**config.mk**
```make
export PLATFORM = sky130hd
export DESIGN_NAME = ihq_ram
export DESIGN_NICKNAME = d
export VERILOG_FILES = /design/src/hw/rtl/indexed_max_heap_queue_top_defines.svh /design/src/hw/rtl/ihq_ram.sv
export SDC_FILE = /design/constraint.sdc
export NUM_CORES = 2
export LEC_CHECK = 0
export ABC_AREA = 0
export BUFFER_PORTS_ARGS = -buffer_cell sky130_fd_sc_hd__buf_2
export CAP_MARGIN = 25
export CORE_ASPECT_RATIO = 1.4
export CORE_MARGIN = 3
export CORE_UTILIZATION = 45
export CTS_BUF_LIST = sky130_fd_sc_hd__clkbuf_4 sky130_fd_sc_hd__clkbuf_8
export CTS_CLUSTER_DIAMETER = 100
export DETAILED_ROUTE_END_ITERATION = 6
export GPL_ROUTABILITY_DRIVEN = 1
export SLEW_MARGIN = 40
export SYNTH_ARGS = -nofsm -noshare
export SYNTH_HDL_FRONTEND = slang
export SYNTH_SLANG_ARGS = --single-unit
```
**constraint.sdc**
```tcl
create_clock -name clk -period 8.4 [get_ports clk]
set_clock_uncertainty 0.05 [all_clocks]
set_input_delay 1.68 -clock clk [delete_from_list [all_inputs] [get_ports clk]]
set_output_delay 1.68 -clock clk [all_outputs]
set_load 0.05 [all_outputs]
```
**src/hw/rtl/indexed_max_heap_queue_top_defines.svh**
```systemverilog
// Assertion macros for the indexed max-heap queue.
// Users must provide clk and rst in scope.
`ifndef INDEXED_MAX_HEAP_QUEUE_TOP_DEFINES_SVH
`define INDEXED_MAX_HEAP_QUEUE_TOP_DEFINES_SVH

`define IHQ_ASSERT(label, prop, msg) \
  label: assert property (@(posedge clk) disable iff (rst) prop) else $error(msg);

`define IHQ_ASSERT_NEVER(label, cond, msg) \
  label: assert property (@(posedge clk) disable iff (rst) !(cond)) else $error(msg);

`endif

```
**src/hw/rtl/ihq_ram.sv**
```systemverilog
// Generic single-write, single-read synchronous RAM with registered read data.
// No dependencies.
`default_nettype none
module ihq_ram #(
  parameter int DEPTH = 256,
  parameter int WIDTH = 8
) (
  input  wire logic                     clk,
  input  wire logic                     we,
  input  wire logic [$clog2(DEPTH)-1:0] waddr,
  input  wire logic [WIDTH-1:0]         wdata,
  input  wire logic                     re,
  input  wire logic [$clog2(DEPTH)-1:0] raddr,
  output      logic [WIDTH-1:0]         rdata
);

  logic [WIDTH-1:0] mem [DEPTH];

  always_ff @(posedge clk) begin
    if (we) begin
      mem[waddr] <= wdata;
    end
    if (re) begin
      rdata <= mem[raddr];
    end
  end

endmodule
`default_nettype wire

```
### After elaboration in Yosys (flattened, before gate mapping)

Memory sizes are Yosys's and may differ from the RTL's. A register that Yosys moved wholly into a read port is not among the register bits.
Index checks and enable logic that the tools add are counted.
W data, S select, Z words.

| storage, ports and cells | value |
|---|---|
| register bits | 0 |
| memories kept | 1 |
| word-level logic and storage cells | 3 |
| RAM bits | 2048 |

| cells by class | value |
|---|---|
| multiplexer cells | 2 |

Memory list:

| name | words | width | rd ports | clocked after memory_dff | wr ports | RTL line | RTL |
|---|---|---|---|---|---|---|---|
| mem | 256 | 8 | 1 | 1 | 1 | ihq_ram.sv:17 | `logic [WIDTH-1:0] mem [DEPTH];` |

Operator list:

| operator | number |
|---|---|
| $mux W1 | 2 |

### Longest topological paths before layout

| depth | value |
|---|---|
| depth in word-level cells | 2 |
| mapped depth | 11 |
| gate-level depth less buffers | 6 |

### Worst setup path after synthesis

OpenSTA, ideal clock, no wires.

| timing path | value |
|---|---|
| path type | in2reg |
| start point | in raddr[0] |
| end point | reg rdata[2], read port of mem (data pin) |
| path slack | 4.594 ns |
| path buffers | 4 |
| cell stages on the path | 9 |
| library setup time | 0.269 ns |
| arrival | 3.487 ns |
| cells stage by stage | buf_6 > buf_12 > buf_8 > buf_2 > mux4_2 > a22oi_1 > a21oi_1 > nor4_1 > nor4_2 |

RTL lines:

| what | RTL line | RTL |
|---|---|---|
| from (decl) | ihq_ram.sv:13 | `input wire logic [$clog2(DEPTH)-1:0] raddr,` |
| to (decl) | ihq_ram.sv:14 | `output logic [WIDTH-1:0] rdata` |

==> results.yml <==
status:
  outcome: "finished with violations"
  violations: "design-rule violations"
final_layout:
  area_growth_pct: 11.33
  final_cell_mix: "edfxtp_1, mux4_2, clkbuf_8, nor2_1, mux2i_1"
  drive_gt1_share_pct: 29.23
  design_area_mm2: 0.08866
  nets: 3962
  final_common_cell: "edfxtp_1"
die:
  fp.dieH_um: 503.8
  die_w_um: 361.5
  rows: 182
  initial_core_util_pct: 45.30
  coreArea_mm2: 0.1758
  die_area_mm2: 0.1821
  pin_count: 35
worst_setup_path:
  end_kind: "flop"
  crit_chain: "buf_8, buf_4, buf_4, mux4_2, a22o_1, a221oi_1, o32ai_1, nor3_1, nor4_1"
  crit_path_start_kind: "primary input"
  cp_slowest_cell: "buf_4"
  path_buf_inv: 3
  worstSetupPathType: "primary input to flop"
  arrival_ns: 5.27
  cpMostUsedCell: "buf_4"
  required_ns: 9.06
  critPathMaxFanout: 46
  cp_slowest_stage_delay_ns: 0.60
  crit_family: "buffers and inverters"
global_routing:
  grt_pass1_vias: 39880
  antenna_found_initial: 11
  grt_use_total_pct: 22.21
  grt_first_pass_wirelength_mm: 290.6
  overflow: 0
  grt_max_degree: 159
placement:
  portBuffers: 34
  place_congestion: 0.8570
  placed_cell_area_mm2: 0.08255
  dp_hpwl_mm: 122.5
detailed_routing:
  wl_per_cell_um: 31.16
  wl_met3_mm: 13.07
  dr_wl_met2_mm: 103.5
  finalWirelength_mm: 201.4
  drt-met1-wl_mm: 76.87
  via_count: 38460
  drc: 2
  dr.pass1.iters: 7
  top_layer_used: "met5"
  viasPerCell: 5.951
  drtIter0Drc: 3662
  ant_nets: 0
cts:
  cts_sinks: 2056
  clk_latency_ns: 1.02
  post_cts_resized: 0
  postCtsSetupRepairBufs: 0
  cts_tree: "done"
  clk_pin_slew_ns: 0.06
  clk_path_buf_depth: 4
  cts-root-buf: "clkbuf_8"
  htree_levels: 5
  cts_made_buffers: 315
  cts-hold-fix-buffers: 0
power:
  power.density_mw_per_mm2: 228.2
  finalPower_mw: 20.23
  vdd_drop_max_v: 0.0001659
  p_leak_nw: 27.06
synthesis:
  async_flop_share_pct: 0
  yosys.cell_types.count: 54
  synth_edf_count: 2056
  synth.top_cell.area_share_pct: 77.53
  ys_warn_count: 0
  synth.ff_latch_count: 2056
  synthesis.area_mm2: 0.07964
  syn_nets: 3760
  synth_top_cell_by_area: "edfxtp_1"
  synth-seq-area-share_pct: 77.53
  yosys-top-cells-area: "edfxtp_1, mux4_2, mux2i_1"
  synth_cells: 3733
  synth_top_flop_cell: "edfxtp_1"
  synth.avg_cell_area_um2: 21.33
sta:
  setup_viol: 0
  clock.fmax_mhz: 217.1
  finalSetupTns_ns: 0
  rsz0062_at_grt: "false"
  min_period_ns: 4.607
  max_slew_margin_pct: 33.34
  slew_violations: 0
  tightest_slew_ns: 0.9999
  finalCritPeriodShare_pct: 54.85
  finalHoldViolCount: 0
run:
  maxCapViolCount: 0
min_path:
  hold_path.class: "primary input to flop"
[final timing paths]
kind,slack (ns),depth (start not counted),endpoint,from
hold reg to reg,1.11,5,rdata[7],mem[98][7]
hold / removal,0.96,1,mem[122][2],wdata[2]
setup / recovery,3.79,9,rdata[5],raddr[0]
setup reg to reg,5.26,6,rdata[5],mem[27][5]
[flip-flops by register name, indices dropped and copies added (netlist names)]
register  count
mem        2048
rdata         8
[synthesized netlist by cell type (24+ instances only)]
master    instances
buf_2            31
edfxtp_1       2056
o22ai_1          28
nand3_1          34
clkbuf_1        111
nor2b_1          31
a22oi_1         133
nor4_1           24
buf_4            27
nor2_1          282
a21oi_1          96
nand2_1          33
o221ai_1         46
mux4_2          454
mux2i_1         134
[layer usage]
metal | vias up | GRT usage [%]
li1 | 16110 | -
met1 | 20520 | 28.41
met2 | 1467 | 37.56
met3 | 360 | 3.916
met4 | 4 | 9.432
met5 | - | 0
[cells by family after synthesis]
group	after synthesis	synth area share (%)
and+or+nand+nor	466	2.625
buffers and inverters	235	1.829
AOI/OAI and AO/OA	385	3.416
DFF	2056	77.53
muxes	591	14.60
[through the flow]
| stage | setup WS (ns) | hold slack [ns] | cells | utilization, % |
|---|---|---|---|---|
| finish | 3.793 | 0.9621 | 6463 | 50.43 |
| global route | 3.609 | 0.9096 | 6455 | 50.42 |
| CTS | 3.826 | 0.9286 | 6449 | 50.26 |
| detailed placement | 2.712 | 1.106 | 5914 | 46.96 |
| global placement | 2.621 | 1.077 | 5904 | 46.69 |
| floorplan | 4.594 | 0.8142 | 3733 | - |
[power breakdown]
group	internal [mW]	switching (mW)	leakage, nW
registers	11.3	0.0115	18.5
logic	0.341	0.691	5.49
clock network	4.14	3.73	3.08
total	15.8	4.43	27.1
[final cells by class]
| class | instances | area, µm² |
|---|---|---|
| antenna | 10 | 25.02 |
| clock buffer | 425 | 5186 |
| clock inverter | 110 | 619.3 |
| fill | 14100 | 87140 |
| inverter | 2 | 7.507 |
| multi-input combinational | 1442 | 16980 |
| sequential | 2056 | 61740 |
| tap | 2300 | 2878 |
| timing repair buffer | 118 | 1224 |
No activity file was read; power rests on OpenSTA's default activity.
