==> config.mk <==
export PLATFORM = sky130hd
export DESIGN_NAME = ihq_core
export DESIGN_NICKNAME = d
export VERILOG_FILES = /design/src/hw/rtl/ihq_pkg.sv /design/src/hw/rtl/ihq_core.sv
export VERILOG_INCLUDE_DIRS = /design/src /design/src/hw/rtl
export SDC_FILE = /design/constraint.sdc
export NUM_CORES = 2
export LEC_CHECK = 0
export BUFFER_PORTS_ARGS = -buffer_cell sky130_fd_sc_hd__clkbuf_2
export CAP_MARGIN = 20
export CORE_MARGIN = 2
export CORE_UTILIZATION = 40
export DETAILED_ROUTE_END_ITERATION = 7
export PLACE_DENSITY = 0.6
export SETUP_SLACK_MARGIN = 0.05
export SYNTH_ARGS = -nofsm -noshare
export SYNTH_HDL_FRONTEND = slang
export SYNTH_SLANG_ARGS = --single-unit
==> constraint.sdc <==
create_clock -name clk -period 19.95 [get_ports clk]
set_input_delay 2.9925 -clock clk [delete_from_list [all_inputs] [get_ports clk]]
set_output_delay 2.9925 -clock clk [all_outputs]
set_load 0.03 [all_outputs]
==> src/hw/rtl/indexed_max_heap_queue_top_defines.svh <==
// Assertion macros for the indexed max-heap queue.
// Users must provide clk and rst in scope.
`ifndef INDEXED_MAX_HEAP_QUEUE_TOP_DEFINES_SVH
`define INDEXED_MAX_HEAP_QUEUE_TOP_DEFINES_SVH

`define IHQ_ASSERT(label, prop, msg) \
  label: assert property (@(posedge clk) disable iff (rst) prop) else $error(msg);

`define IHQ_ASSERT_NEVER(label, cond, msg) \
  label: assert property (@(posedge clk) disable iff (rst) !(cond)) else $error(msg);

`endif

==> src/hw/rtl/ihq_pkg.sv <==
// Shared constants, types and the heap ordering function.
// No dependencies.
`default_nettype none
package ihq_pkg;

  localparam int MAX_ENTRIES = 256;
  localparam int ID_SPACE    = 256;
  localparam int ID_W        = 8;
  localparam int KEY_W       = 32;
  localparam int AMT_W       = 31;
  localparam int IDX_W       = $clog2(MAX_ENTRIES);
  localparam int CNT_W       = $clog2(MAX_ENTRIES + 1);
  localparam int ACC_W       = AMT_W + CNT_W;

  localparam logic [2:0] CMD_INSERT  = 3'd0;
  localparam logic [2:0] CMD_DELETE  = 3'd1;
  localparam logic [2:0] CMD_RAISE   = 3'd2;
  localparam logic [2:0] CMD_LOWER   = 3'd3;
  localparam logic [2:0] CMD_CONSUME = 3'd4;

  localparam logic [1:0] ST_OK    = 2'd0;
  localparam logic [1:0] ST_FULL  = 2'd1;
  localparam logic [1:0] ST_ID    = 2'd2;
  localparam logic [1:0] ST_EMPTY = 2'd3;

  typedef struct packed {
    logic [ID_W-1:0]         id;
    logic signed [KEY_W-1:0] key;
  } slot_t;

  typedef struct packed {
    logic             we;
    logic [IDX_W-1:0] waddr;
    slot_t            wdata;
    logic             re;
    logic [IDX_W-1:0] raddr;
  } slot_req_t;

  typedef struct packed {
    logic             we;
    logic [ID_W-1:0]  waddr;
    logic [IDX_W-1:0] wdata;
    logic             re;
    logic [ID_W-1:0]  raddr;
  } pos_req_t;

  typedef struct packed {
    logic [ID_W-1:0]         top_id;
    logic signed [KEY_W-1:0] top_key;
    logic                    queue_empty;
    logic signed [KEY_W-1:0] value;
    logic [1:0]              status;
  } res_t;

  // higher key wins; equal keys go to the higher id
  function automatic logic ranks_above(slot_t a, slot_t b);
    if (a.key != b.key) return a.key > b.key;
    return a.id > b.id;
  endfunction

endpackage
`default_nettype wire

==> src/hw/rtl/ihq_core.sv <==
// Heap sequencer: command decode, sift engine, consume sweeps, id presence.
// Depends on ihq_pkg and indexed_max_heap_queue_top_defines.svh.
`default_nettype none
`include "indexed_max_heap_queue_top_defines.svh"
module ihq_core
  import ihq_pkg::*;
(
  input  wire logic             clk,
  input  wire logic             rst,
  input  wire logic             in_valid,
  output      logic             in_ready,
  input  wire logic [2:0]       command,
  input  wire logic [ID_W-1:0]  entry_id,
  input  wire logic [AMT_W-1:0] amount,
  output      slot_req_t        slot_req,
  input  wire slot_t            slot_rdata,
  output      pos_req_t         pos_req,
  input  wire logic [IDX_W-1:0] pos_rdata,
  output      logic             res_valid,
  input  wire logic             res_ready,
  output      res_t             res
);

  localparam logic [4:0] S_IDLE    = 5'd0;
  localparam logic [4:0] S_DEL_P   = 5'd1;
  localparam logic [4:0] S_DEL_L   = 5'd2;
  localparam logic [4:0] S_RL_P    = 5'd3;
  localparam logic [4:0] S_RL_S    = 5'd4;
  localparam logic [4:0] S_SU_CHK  = 5'd5;
  localparam logic [4:0] S_SU_RD   = 5'd6;
  localparam logic [4:0] S_SD_CHK  = 5'd7;
  localparam logic [4:0] S_SD_RL   = 5'd8;
  localparam logic [4:0] S_SD_RR   = 5'd9;
  localparam logic [4:0] S_SD_DEC  = 5'd10;
  localparam logic [4:0] S_SWP     = 5'd11;
  localparam logic [4:0] S_SR_SET  = 5'd12;
  localparam logic [4:0] S_DEC_CHK = 5'd13;
  localparam logic [4:0] S_DEC_P   = 5'd14;
  localparam logic [4:0] S_DEC_S   = 5'd15;
  localparam logic [4:0] S_HP_INIT = 5'd16;
  localparam logic [4:0] S_HP_LD   = 5'd17;
  localparam logic [4:0] S_HP_LD2  = 5'd18;
  localparam logic [4:0] S_TOP     = 5'd19;
  localparam logic [4:0] S_TOP_RD  = 5'd20;

  localparam logic [1:0] PH_SUM   = 2'd0;
  localparam logic [1:0] PH_COST  = 2'd1;
  localparam logic [1:0] PH_CLAMP = 2'd2;

  logic [4:0]          state, state_next;
  logic [CNT_W-1:0]    cnt, cnt_next;
  logic [ID_SPACE-1:0] present, present_next;
  slot_t               e, e_next, lreg, lreg_next, rreg, rreg_next;
  logic [IDX_W-1:0]    i, i_next, hz, hz_next, sw_j, sw_j_next, dpos, dpos_next;
  logic [ID_W-1:0]     cmd_id, cmd_id_next, did, did_next;
  logic [2:0]          cmd_q, cmd_q_next;
  logic                moved, moved_next, then_down, then_down_next;
  logic                heap_mode, heap_mode_next, has_r, has_r_next;
  logic                final_pass, final_pass_next, sw_v, sw_v_next;
  logic [AMT_W-1:0]    units, units_next, maxkey, maxkey_next, taken, taken_next;
  logic [AMT_W-1:0]    lo, lo_next, hi, hi_next, mid, mid_next, rest, rest_next;
  logic [ACC_W-1:0]    sumpos, sumpos_next, cost, cost_next;
  logic [CNT_W-1:0]    sw_a, sw_a_next;
  logic [1:0]          phase, phase_next;
  logic [1:0]          res_status, res_status_next;
  logic signed [KEY_W-1:0] res_value, res_value_next;

  logic                    do_fin, id_ok, known, pick_r;
  logic [IDX_W-1:0]        parent, bidx;
  logic [IDX_W+1:0]        lidx, ridx, cnt_x;
  slot_t                   best;
  logic signed [KEY_W:0]   ksum;
  logic signed [KEY_W-1:0] ksat, lo_key, mid_key;
  logic [AMT_W-1:0]        tk;

  assign id_ok   = 32'(entry_id) < ID_SPACE;
  assign known   = id_ok && present[entry_id];
  assign parent  = (i - IDX_W'(1)) >> 1;
  assign lidx    = {1'b0, i, 1'b1};
  assign ridx    = lidx + (IDX_W+2)'(1);
  assign cnt_x   = (IDX_W+2)'(cnt);
  assign pick_r  = has_r && ranks_above(rreg, lreg);
  assign best    = pick_r ? rreg : lreg;
  assign bidx    = pick_r ? ridx[IDX_W-1:0] : lidx[IDX_W-1:0];
  assign lo_key  = $signed({1'b0, lo});
  assign mid_key = $signed({1'b0, mid});
  assign tk      = (ACC_W'(units) < sumpos) ? units : sumpos[AMT_W-1:0];
  assign ksum    = (cmd_q == CMD_RAISE) ?
                   {slot_rdata.key[KEY_W-1], slot_rdata.key} + $signed({2'b00, units}) :
                   {slot_rdata.key[KEY_W-1], slot_rdata.key} - $signed({2'b00, units});
  assign ksat    = (ksum[KEY_W] != ksum[KEY_W-1]) ?
                   (ksum[KEY_W] ? {1'b1, {(KEY_W-1){1'b0}}} : {1'b0, {(KEY_W-1){1'b1}}}) :
                   ksum[KEY_W-1:0];
  assign in_ready = (state == S_IDLE);

  always_comb begin
    state_next      = state;
    cnt_next        = cnt;
    present_next    = present;
    e_next          = e;
    lreg_next       = lreg;
    rreg_next       = rreg;
    i_next          = i;
    hz_next         = hz;
    sw_j_next       = sw_j;
    dpos_next       = dpos;
    cmd_id_next     = cmd_id;
    did_next        = did;
    cmd_q_next      = cmd_q;
    moved_next      = moved;
    then_down_next  = then_down;
    heap_mode_next  = heap_mode;
    has_r_next      = has_r;
    final_pass_next = final_pass;
    sw_v_next       = sw_v;
    units_next      = units;
    maxkey_next     = maxkey;
    taken_next      = taken;
    lo_next         = lo;
    hi_next         = hi;
    mid_next        = mid;
    rest_next       = rest;
    sumpos_next     = sumpos;
    cost_next       = cost;
    sw_a_next       = sw_a;
    phase_next      = phase;
    res_status_next = res_status;
    res_value_next  = res_value;
    slot_req        = '0;
    pos_req         = '0;
    res_valid       = 1'b0;
    do_fin          = 1'b0;

    res.queue_empty = (cnt == '0);
    res.top_id      = (cnt == '0) ? '0 : slot_rdata.id;
    res.top_key     = (cnt == '0) ? '0 : slot_rdata.key;
    res.value       = res_value;
    res.status      = res_status;

    case (state)
      S_IDLE: begin
        if (in_valid) begin
          res_status_next = ST_OK;
          res_value_next  = '0;
          cmd_id_next     = entry_id;
          cmd_q_next      = command;
          units_next      = amount;
          heap_mode_next  = 1'b0;
          moved_next      = 1'b0;
          then_down_next  = 1'b0;
          state_next      = S_TOP;
          case (command)
            CMD_INSERT: begin
              if (!id_ok || present[entry_id]) begin
                res_status_next = ST_ID;
              end else if (cnt >= CNT_W'(MAX_ENTRIES)) begin
                res_status_next = ST_FULL;
              end else begin
                e_next.id              = entry_id;
                e_next.key             = $signed({1'b0, amount});
                i_next                 = cnt[IDX_W-1:0];
                cnt_next               = cnt + CNT_W'(1);
                present_next[entry_id] = 1'b1;
                state_next             = S_SU_CHK;
              end
            end
            CMD_DELETE: begin
              if (!known) begin
                res_status_next = ST_ID;
              end else begin
                pos_req.re             = 1'b1;
                pos_req.raddr          = entry_id;
                present_next[entry_id] = 1'b0;
                cnt_next               = cnt - CNT_W'(1);
                state_next             = S_DEL_P;
              end
            end
            CMD_RAISE, CMD_LOWER: begin
              if (!known) begin
                res_status_next = ST_ID;
              end else begin
                pos_req.re    = 1'b1;
                pos_req.raddr = entry_id;
                state_next    = S_RL_P;
              end
            end
            CMD_CONSUME: begin
              if (cnt == '0) begin
                res_status_next = ST_EMPTY;
              end else begin
                sumpos_next = '0;
                maxkey_next = '0;
                sw_a_next   = '0;
                sw_v_next   = 1'b0;
                phase_next  = PH_SUM;
                state_next  = S_SWP;
              end
            end
            default: state_next = S_TOP;
          endcase
        end
      end
      S_DEL_P: begin
        i_next = pos_rdata;
        if (CNT_W'(pos_rdata) == cnt) begin
          state_next = S_TOP;
        end else begin
          slot_req.re    = 1'b1;
          slot_req.raddr = cnt[IDX_W-1:0];
          state_next     = S_DEL_L;
        end
      end
      S_DEL_L: begin
        e_next         = slot_rdata;
        then_down_next = 1'b1;
        state_next     = S_SU_CHK;
      end
      S_RL_P: begin
        i_next         = pos_rdata;
        slot_req.re    = 1'b1;
        slot_req.raddr = pos_rdata;
        state_next     = S_RL_S;
      end
      S_RL_S: begin
        e_next.id      = cmd_id;
        e_next.key     = ksat;
        res_value_next = ksat;
        state_next     = (cmd_q == CMD_RAISE) ? S_SU_CHK : S_SD_CHK;
      end
      S_SU_CHK: begin
        if (i == '0) begin
          if (then_down && !moved) state_next = S_SD_CHK;
          else do_fin = 1'b1;
        end else begin
          slot_req.re    = 1'b1;
          slot_req.raddr = parent;
          state_next     = S_SU_RD;
        end
      end
      S_SU_RD: begin
        if (ranks_above(e, slot_rdata)) begin
          slot_req.we    = 1'b1;
          slot_req.waddr = i;
          slot_req.wdata = slot_rdata;
          pos_req.we     = 1'b1;
          pos_req.waddr  = slot_rdata.id;
          pos_req.wdata  = i;
          i_next         = parent;
          moved_next     = 1'b1;
          state_next     = S_SU_CHK;
        end else if (then_down && !moved) begin
          state_next = S_SD_CHK;
        end else begin
          do_fin = 1'b1;
        end
      end
      S_SD_CHK: begin
        if (lidx >= cnt_x) begin
          do_fin = 1'b1;
        end else begin
          slot_req.re    = 1'b1;
          slot_req.raddr = lidx[IDX_W-1:0];
          state_next     = S_SD_RL;
        end
      end
      S_SD_RL: begin
        lreg_next = slot_rdata;
        if (ridx < cnt_x) begin
          slot_req.re    = 1'b1;
          slot_req.raddr = ridx[IDX_W-1:0];
          has_r_next     = 1'b1;
          state_next     = S_SD_RR;
        end else begin
          has_r_next = 1'b0;
          state_next = S_SD_DEC;
        end
      end
      S_SD_RR: begin
        rreg_next  = slot_rdata;
        state_next = S_SD_DEC;
      end
      S_SD_DEC: begin
        if (ranks_above(best, e)) begin
          slot_req.we    = 1'b1;
          slot_req.waddr = i;
          slot_req.wdata = best;
          pos_req.we     = 1'b1;
          pos_req.waddr  = best.id;
          pos_req.wdata  = i;
          i_next         = bidx;
          state_next     = S_SD_CHK;
        end else begin
          do_fin = 1'b1;
        end
      end
      S_SWP: begin
        if (sw_a < cnt) begin
          slot_req.re    = 1'b1;
          slot_req.raddr = sw_a[IDX_W-1:0];
          sw_a_next      = sw_a + CNT_W'(1);
          sw_j_next      = sw_a[IDX_W-1:0];
          sw_v_next      = 1'b1;
        end else begin
          sw_v_next = 1'b0;
        end
        if (sw_v) begin
          case (phase)
            PH_SUM: begin
              if (slot_rdata.key > 0) begin
                sumpos_next = sumpos + ACC_W'(slot_rdata.key[AMT_W-1:0]);
              end
              if (slot_rdata.key > $signed({1'b0, maxkey})) begin
                maxkey_next = slot_rdata.key[AMT_W-1:0];
              end
            end
            PH_COST: begin
              if (slot_rdata.key > mid_key) begin
                cost_next = cost + ACC_W'(slot_rdata.key - mid_key);
              end
            end
            PH_CLAMP: begin
              if (slot_rdata.key > lo_key) begin
                slot_req.we        = 1'b1;
                slot_req.waddr     = sw_j;
                slot_req.wdata.id  = slot_rdata.id;
                slot_req.wdata.key = lo_key;
              end
            end
            default: ;
          endcase
        end else if (sw_a == cnt) begin
          case (phase)
            PH_SUM: begin
              taken_next     = tk;
              res_value_next = KEY_W'(tk);
              if (tk == '0) begin
                state_next = S_TOP;
              end else begin
                lo_next    = '0;
                hi_next    = maxkey;
                state_next = S_SR_SET;
              end
            end
            PH_COST: begin
              if (final_pass) begin
                rest_next  = taken - cost[AMT_W-1:0];
                sw_a_next  = '0;
                phase_next = PH_CLAMP;
              end else begin
                if (cost <= ACC_W'(taken)) hi_next = mid;
                else lo_next = mid + AMT_W'(1);
                state_next = S_SR_SET;
              end
            end
            default: begin
              did_next   = ID_W'(ID_SPACE - 1);
              state_next = S_DEC_CHK;
            end
          endcase
        end
      end
      S_SR_SET: begin
        if (lo < hi) begin
          mid_next        = AMT_W'(((AMT_W+1)'(lo) + (AMT_W+1)'(hi)) >> 1);
          final_pass_next = 1'b0;
        end else begin
          mid_next        = lo;
          final_pass_next = 1'b1;
        end
        cost_next  = '0;
        sw_a_next  = '0;
        sw_v_next  = 1'b0;
        phase_next = PH_COST;
        state_next = S_SWP;
      end
      S_DEC_CHK: begin
        if (rest == '0) begin
          state_next = S_HP_INIT;
        end else if (present[did]) begin
          pos_req.re    = 1'b1;
          pos_req.raddr = did;
          state_next    = S_DEC_P;
        end else if (did == '0) begin
          state_next = S_HP_INIT;
        end else begin
          did_next = did - ID_W'(1);
        end
      end
      S_DEC_P: begin
        dpos_next      = pos_rdata;
        slot_req.re    = 1'b1;
        slot_req.raddr = pos_rdata;
        state_next     = S_DEC_S;
      end
      S_DEC_S: begin
        if (slot_rdata.key == lo_key) begin
          slot_req.we        = 1'b1;
          slot_req.waddr     = dpos;
          slot_req.wdata.id  = slot_rdata.id;
          slot_req.wdata.key = lo_key - KEY_W'(1);
          rest_next          = rest - AMT_W'(1);
        end
        if (did == '0) begin
          state_next = S_HP_INIT;
        end else begin
          did_next   = did - ID_W'(1);
          state_next = S_DEC_CHK;
        end
      end
      S_HP_INIT: begin
        heap_mode_next = 1'b1;
        if (cnt < CNT_W'(2)) begin
          state_next = S_TOP;
        end else begin
          hz_next    = IDX_W'((cnt >> 1) - CNT_W'(1));
          state_next = S_HP_LD;
        end
      end
      S_HP_LD: begin
        slot_req.re    = 1'b1;
        slot_req.raddr = hz;
        state_next     = S_HP_LD2;
      end
      S_HP_LD2: begin
        e_next     = slot_rdata;
        i_next     = hz;
        state_next = S_SD_CHK;
      end
      S_TOP: begin
        slot_req.re    = 1'b1;
        slot_req.raddr = '0;
        state_next     = S_TOP_RD;
      end
      S_TOP_RD: begin
        res_valid = 1'b1;
        if (res_ready) state_next = S_IDLE;
      end
      default: state_next = S_IDLE;
    endcase

    // place the held item in the hole and leave the sift
    if (do_fin) begin
      slot_req.we    = 1'b1;
      slot_req.waddr = i;
      slot_req.wdata = e;
      pos_req.we     = 1'b1;
      pos_req.waddr  = e.id;
      pos_req.wdata  = i;
      if (heap_mode && hz != '0) begin
        hz_next    = hz - IDX_W'(1);
        state_next = S_HP_LD;
      end else begin
        state_next = S_TOP;
      end
    end
  end

  always_ff @(posedge clk) begin
    if (rst) begin
      state   <= S_IDLE;
      cnt     <= '0;
      present <= '0;
    end else begin
      state   <= state_next;
      cnt     <= cnt_next;
      present <= present_next;
    end
  end

  always_ff @(posedge clk) begin
    e          <= e_next;
    lreg       <= lreg_next;
    rreg       <= rreg_next;
    i          <= i_next;
    hz         <= hz_next;
    sw_j       <= sw_j_next;
    dpos       <= dpos_next;
    cmd_id     <= cmd_id_next;
    did        <= did_next;
    cmd_q      <= cmd_q_next;
    moved      <= moved_next;
    then_down  <= then_down_next;
    heap_mode  <= heap_mode_next;
    has_r      <= has_r_next;
    final_pass <= final_pass_next;
    sw_v       <= sw_v_next;
    units      <= units_next;
    maxkey     <= maxkey_next;
    taken      <= taken_next;
    lo         <= lo_next;
    hi         <= hi_next;
    mid        <= mid_next;
    rest       <= rest_next;
    sumpos     <= sumpos_next;
    cost       <= cost_next;
    sw_a       <= sw_a_next;
    phase      <= phase_next;
    res_status <= res_status_next;
    res_value  <= res_value_next;
  end

  `IHQ_ASSERT(a_cnt_range, cnt <= CNT_W'(MAX_ENTRIES), "entry count above capacity")
  `IHQ_ASSERT(a_wr_in_heap, slot_req.we |-> CNT_W'(slot_req.waddr) < cnt, "slot write beyond heap")
  `IHQ_ASSERT_NEVER(a_rw_clash, slot_req.we && slot_req.re && slot_req.waddr == slot_req.raddr, "slot read and write collide")
  `IHQ_ASSERT(a_one_item, (in_valid && in_ready) |=> !in_ready, "second item taken while busy")

endmodule
`default_nettype wire

* Word level (Yosys, flattened, before mapping)
Cells that the tools add are included.
Word-level totals: output and inout port bits 161, flip-flop bits (word level) 789, logic and storage cells 391, input port bits 94
Cells by class: add/sub/neg operators 18, bitwise logic cells 4, equality and inequality tests 70, reduce and logical (&&, ||, !) cells 53, muxes and demuxes 190, order comparisons 21
Operators by type and width (number):
- $mux W256 | 3
- $mux W31 | 19
- $mux W40 | 14
- $pmux W256 S2 | 1
- $mux W49 | 7
- $and A256 B256 Y256 | 1
- $not A256 Y256 | 1
- $or A256 B256 Y256 | 1
- $pmux W31 S2 | 4
- $mux W32 | 7
- $pmux W49 S4 | 1
- $gt A32 B32 Y1 | 6
- $mux W9 | 21
- $pmux W40 S2 | 2
- $mux W8 | 18
- $pmux W40 S3 | 1
- $mux W5 | 22
- $pmux W5 S21 | 1
- $ne A32 B32 Y1 | 3
- $pmux W32 S3 | 1
- $pmux W9 S8 | 1
- $sub A32 B32 Y33 | 2
- $logic_not A31 Y1 | 2
- $mux W17 | 3
- other kinds (81) | 214

* Depth between registers and ports, before layout
depth after elaboration 14, mapped depth 25, depth with buffers taken out 24

* Worst setup path after synthesis
No wires, ideal clock.
path type input port to output port, start point in slot_rdata[31] (netlist name), end point out slot_req[49] (netlist name), stages on the path 13, path slack 10494 ps, required time 16957 ps, data arrival time 6463 ps, path through inv_2 ha_1 and4_1 nand3_1 or4_1 or3_1 a211o_1 a31oi_1 o211ai_1 or3_1 clkbuf_1 and2_1 a221o_1
RTL lines:
- start, declared | line ihq_core.sv:16 | input wire slot_t slot_rdata,
- end, declared | line ihq_core.sv:15 | output slot_req_t slot_req,

==> reports/metrics.cfg <==
[clock_tree]
htree_levels=3
clk_pin_slew_ps=60
post-cts-setup-buffers=0
cts_resized=0
root_buffer=clkbuf_16
cts_sinks=789
postCtsHoldBufs=0
cts_made_buffers=93
cts_tree=yes
cts_buffer_depth=3
clk_latency_ps=750

[critical_path]
crit_arrival_ps=8900
start_kind=flop
worstSetupEndpointType=output port
worstPathRequired_ps=16960
path_class=reg2out
path_cells=ha_1, nand4_1, nor4_1, buf_4, nand4_1, or3_1, o311ai_0, nor3_1, nor3b_2, buf_4, mux2_2, ha_1, nand4_1, nor4_1, nand4b_1, a21oi_1, o211ai_1, o211ai_1, o211ai_1, buf_4, or3_1, and2_1, a221o_1, clkbuf_2
cp_slowest_cell=nor4_1
r2r_end=hz[7]$_DFF_P_
r2r_setup_slack_ps=11710
r2r_start=rreg[31]$_DFFE_PP_
critPathMaxFanout=49
r2r_cells=22
max_stage_delay_ps=800

[grt]
grt_pass1_wl_mm=332.4
antenna_found_initial=7
grt_start_max_net_pins=222
grt_pass1_vias=49759
grt.overflow.total=0
track_usage=0.2854

[sta]
fin_worst_skew_ps=79.35
slew-limit-headroom=0.2214
tns_ps=0
hold_viol=0
setup_viol=0
fin_crit_sh=0.5959
rsz0062_at_grt=false
period_needed_ps=11890
tightestPinTransition_ps=1168
final_max_slew_viol_count=0
fmax_mhz=84.12

[logic_synthesis]
syn_area_um2=60480
synth_edf_count=511
synth.area.top_cells=edfxtp_1 25%, ha_1 11%, dfxtp_1 9.2%
synth_top_family_by_area=compound AO/OA/AOI/OAI gates
synth.area.mux_share=0.05544
synth_simple_gate_area_frac=0.1360
synth_xor_area_frac=0.04243
ys_types=93
synthCells=6319
synth_seq_area_share=0.3457
synthFlopType=edfxtp_1
synth_adder_area_share=0.1080
synth_top_cell_area_share=0.2537
ys_ff_latch=789
ys.warnings.count=0
avgSynthCellArea_um2=9.571
yosys.area.top_type=edfxtp_1
synth_nets=6931
synth_async_sr_flop_share=0
synth_compound_area_frac=0.2516

[run]
drv_cap=0

[floorplanning]
fp.dieW_um=392.9
fp.dieH_um=392.9
fp-row-count=142
fp.dieArea_um2=154300
start_util=0.4033
top_level_ports=255
coreArea_um2=150000

[route]
via_count=53751
avgViaCountPerCell=6.341
route.antenna.remaining_nets=0
routed_wl_mm=227.5
drt_iter0_markers=6209
post_drt_wl_per_cell_um=26.84
route.detailed.drc=0
first_pass_iters=7

[worst_hold_path]
hold_class=reg2reg
holdPathStages=2

[power_and_ir_drop]
ir_drop_mv=0.08201
powerDensity_nw_per_um2=97.47
p_total_mw=6.530
cellLeakagePower_nw=26.77

[placement]
place.gp.congestion=0.9809
post-dp-hpwl_mm=167.7
portBuffers=254

[layout]
drive_above_1_share=0.1473
nNetsFinal=6990
layout_common_cells=511 x ha_1, 511 x edfxtp_1, 466 x inv_1
area_growth_pct=10.78

[run_status]
status=finished, final reports clean

## worst max path at each step
stage	start	end	depth (start not counted)
2_1_floorplan	slot_rdata[31]	slot_req[49]	13
3_3_place_gp	rreg[31]$_DFFE_PP_	slot_req[51]	24
3_5_place_dp	rreg[31]$_DFFE_PP_	slot_req[56]	24
4_1_cts	rreg[31]$_DFFE_PP_	slot_req[56]	24
5_1_grt	rreg[31]$_DFFE_PP_	slot_req[56]	24
6_report	rreg[31]$_DFFE_PP_	slot_req[56]	24
## through the flow
stage	cell area [µm²]	utilization	std cells	hold slack, ps	worst slack (ps)
2_1_floorplan	60480	-	6319	480.9	10490
3_3_place_gp	63610	0.4242	8292	492.5	9119
5_1_grt	66990	0.4468	8474	532.0	7757
3_5_place_dp	63650	0.4244	8295	504.4	9087
4_1_cts	66930	0.4463	8469	513.0	8221
6_report	67000	0.4468	8477	515.0	8062
## per-layer routing
| layer | wire (µm) | global-route usage |
|---|---|---|
| met1 | 96780 | 0.3905 |
| met2 | 101300 | 0.4392 |
| met3 | 19290 | 0.05411 |
| met4 | 10200 | 0.1209 |
| met5 | 11 | 0 |
## cell type report
| type | instances | area, µm² |
|---|---|---|
| Tap cell | 2016 | 2522 |
| Inverter | 477 | 1795 |
| Timing Repair Buffer | 386 | 2355 |
| Sequential cell | 789 | 20910 |
| Clock inverter | 52 | 744.5 |
| Clock buffer | 122 | 2536 |
| Antenna cell | 4 | 10.01 |
| Multi-Input combinational cell | 4631 | 36130 |
| Fill cell | 14508 | 82950 |
## worst max-delay path: cells and delay by family, from the launching register on
kind | cells | cell delay, ps
simple gates | 11 | 4080
mux | 1 | 410
flops | 1 | 400
compound gates | 6 | 1250
fa+ha+maj | 2 | 720
buf+inv | 4 | 1250
## power by group
| part | internal [mW] | switching, mW | leakage [nW] |
|---|---|---|---|
| Sequential | 2.06 | 0.267 | 6.98 |
| Combinational | 0.782 | 1.56 | 18.2 |
| Clock | 1.08 | 0.779 | 1.58 |
## synth_stat cells, drive strengths merged, types with 66 or more instances
cell type / number
inv: 473
nor2: 431
nor3: 108
a21oi: 326
nor2b: 71
nand4: 102
edfxtp: 511
ha: 511
xor2: 90
nor4: 66
mux2i: 83
o21ai: 325
a21o: 129
mux4: 93
buf: 91
nand3: 178
xnor2: 203
nand2: 455
clkbuf: 331
o311ai: 266
dfxtp: 278
o41ai: 267
o211ai: 93
## cell families (layout without fill, tap and decap cells)
group / Yosys count / in the layout
compound gates: 1914 / 1914
xor+xnor: 293 / 293
fa+ha+maj: 518 / 518
buf+inv: 899 / 1037
flops: 789 / 789
mux: 214 / 214
other cells: 0 / 4
simple gates: 1692 / 1692
Power figures use the tool's default switching activity.
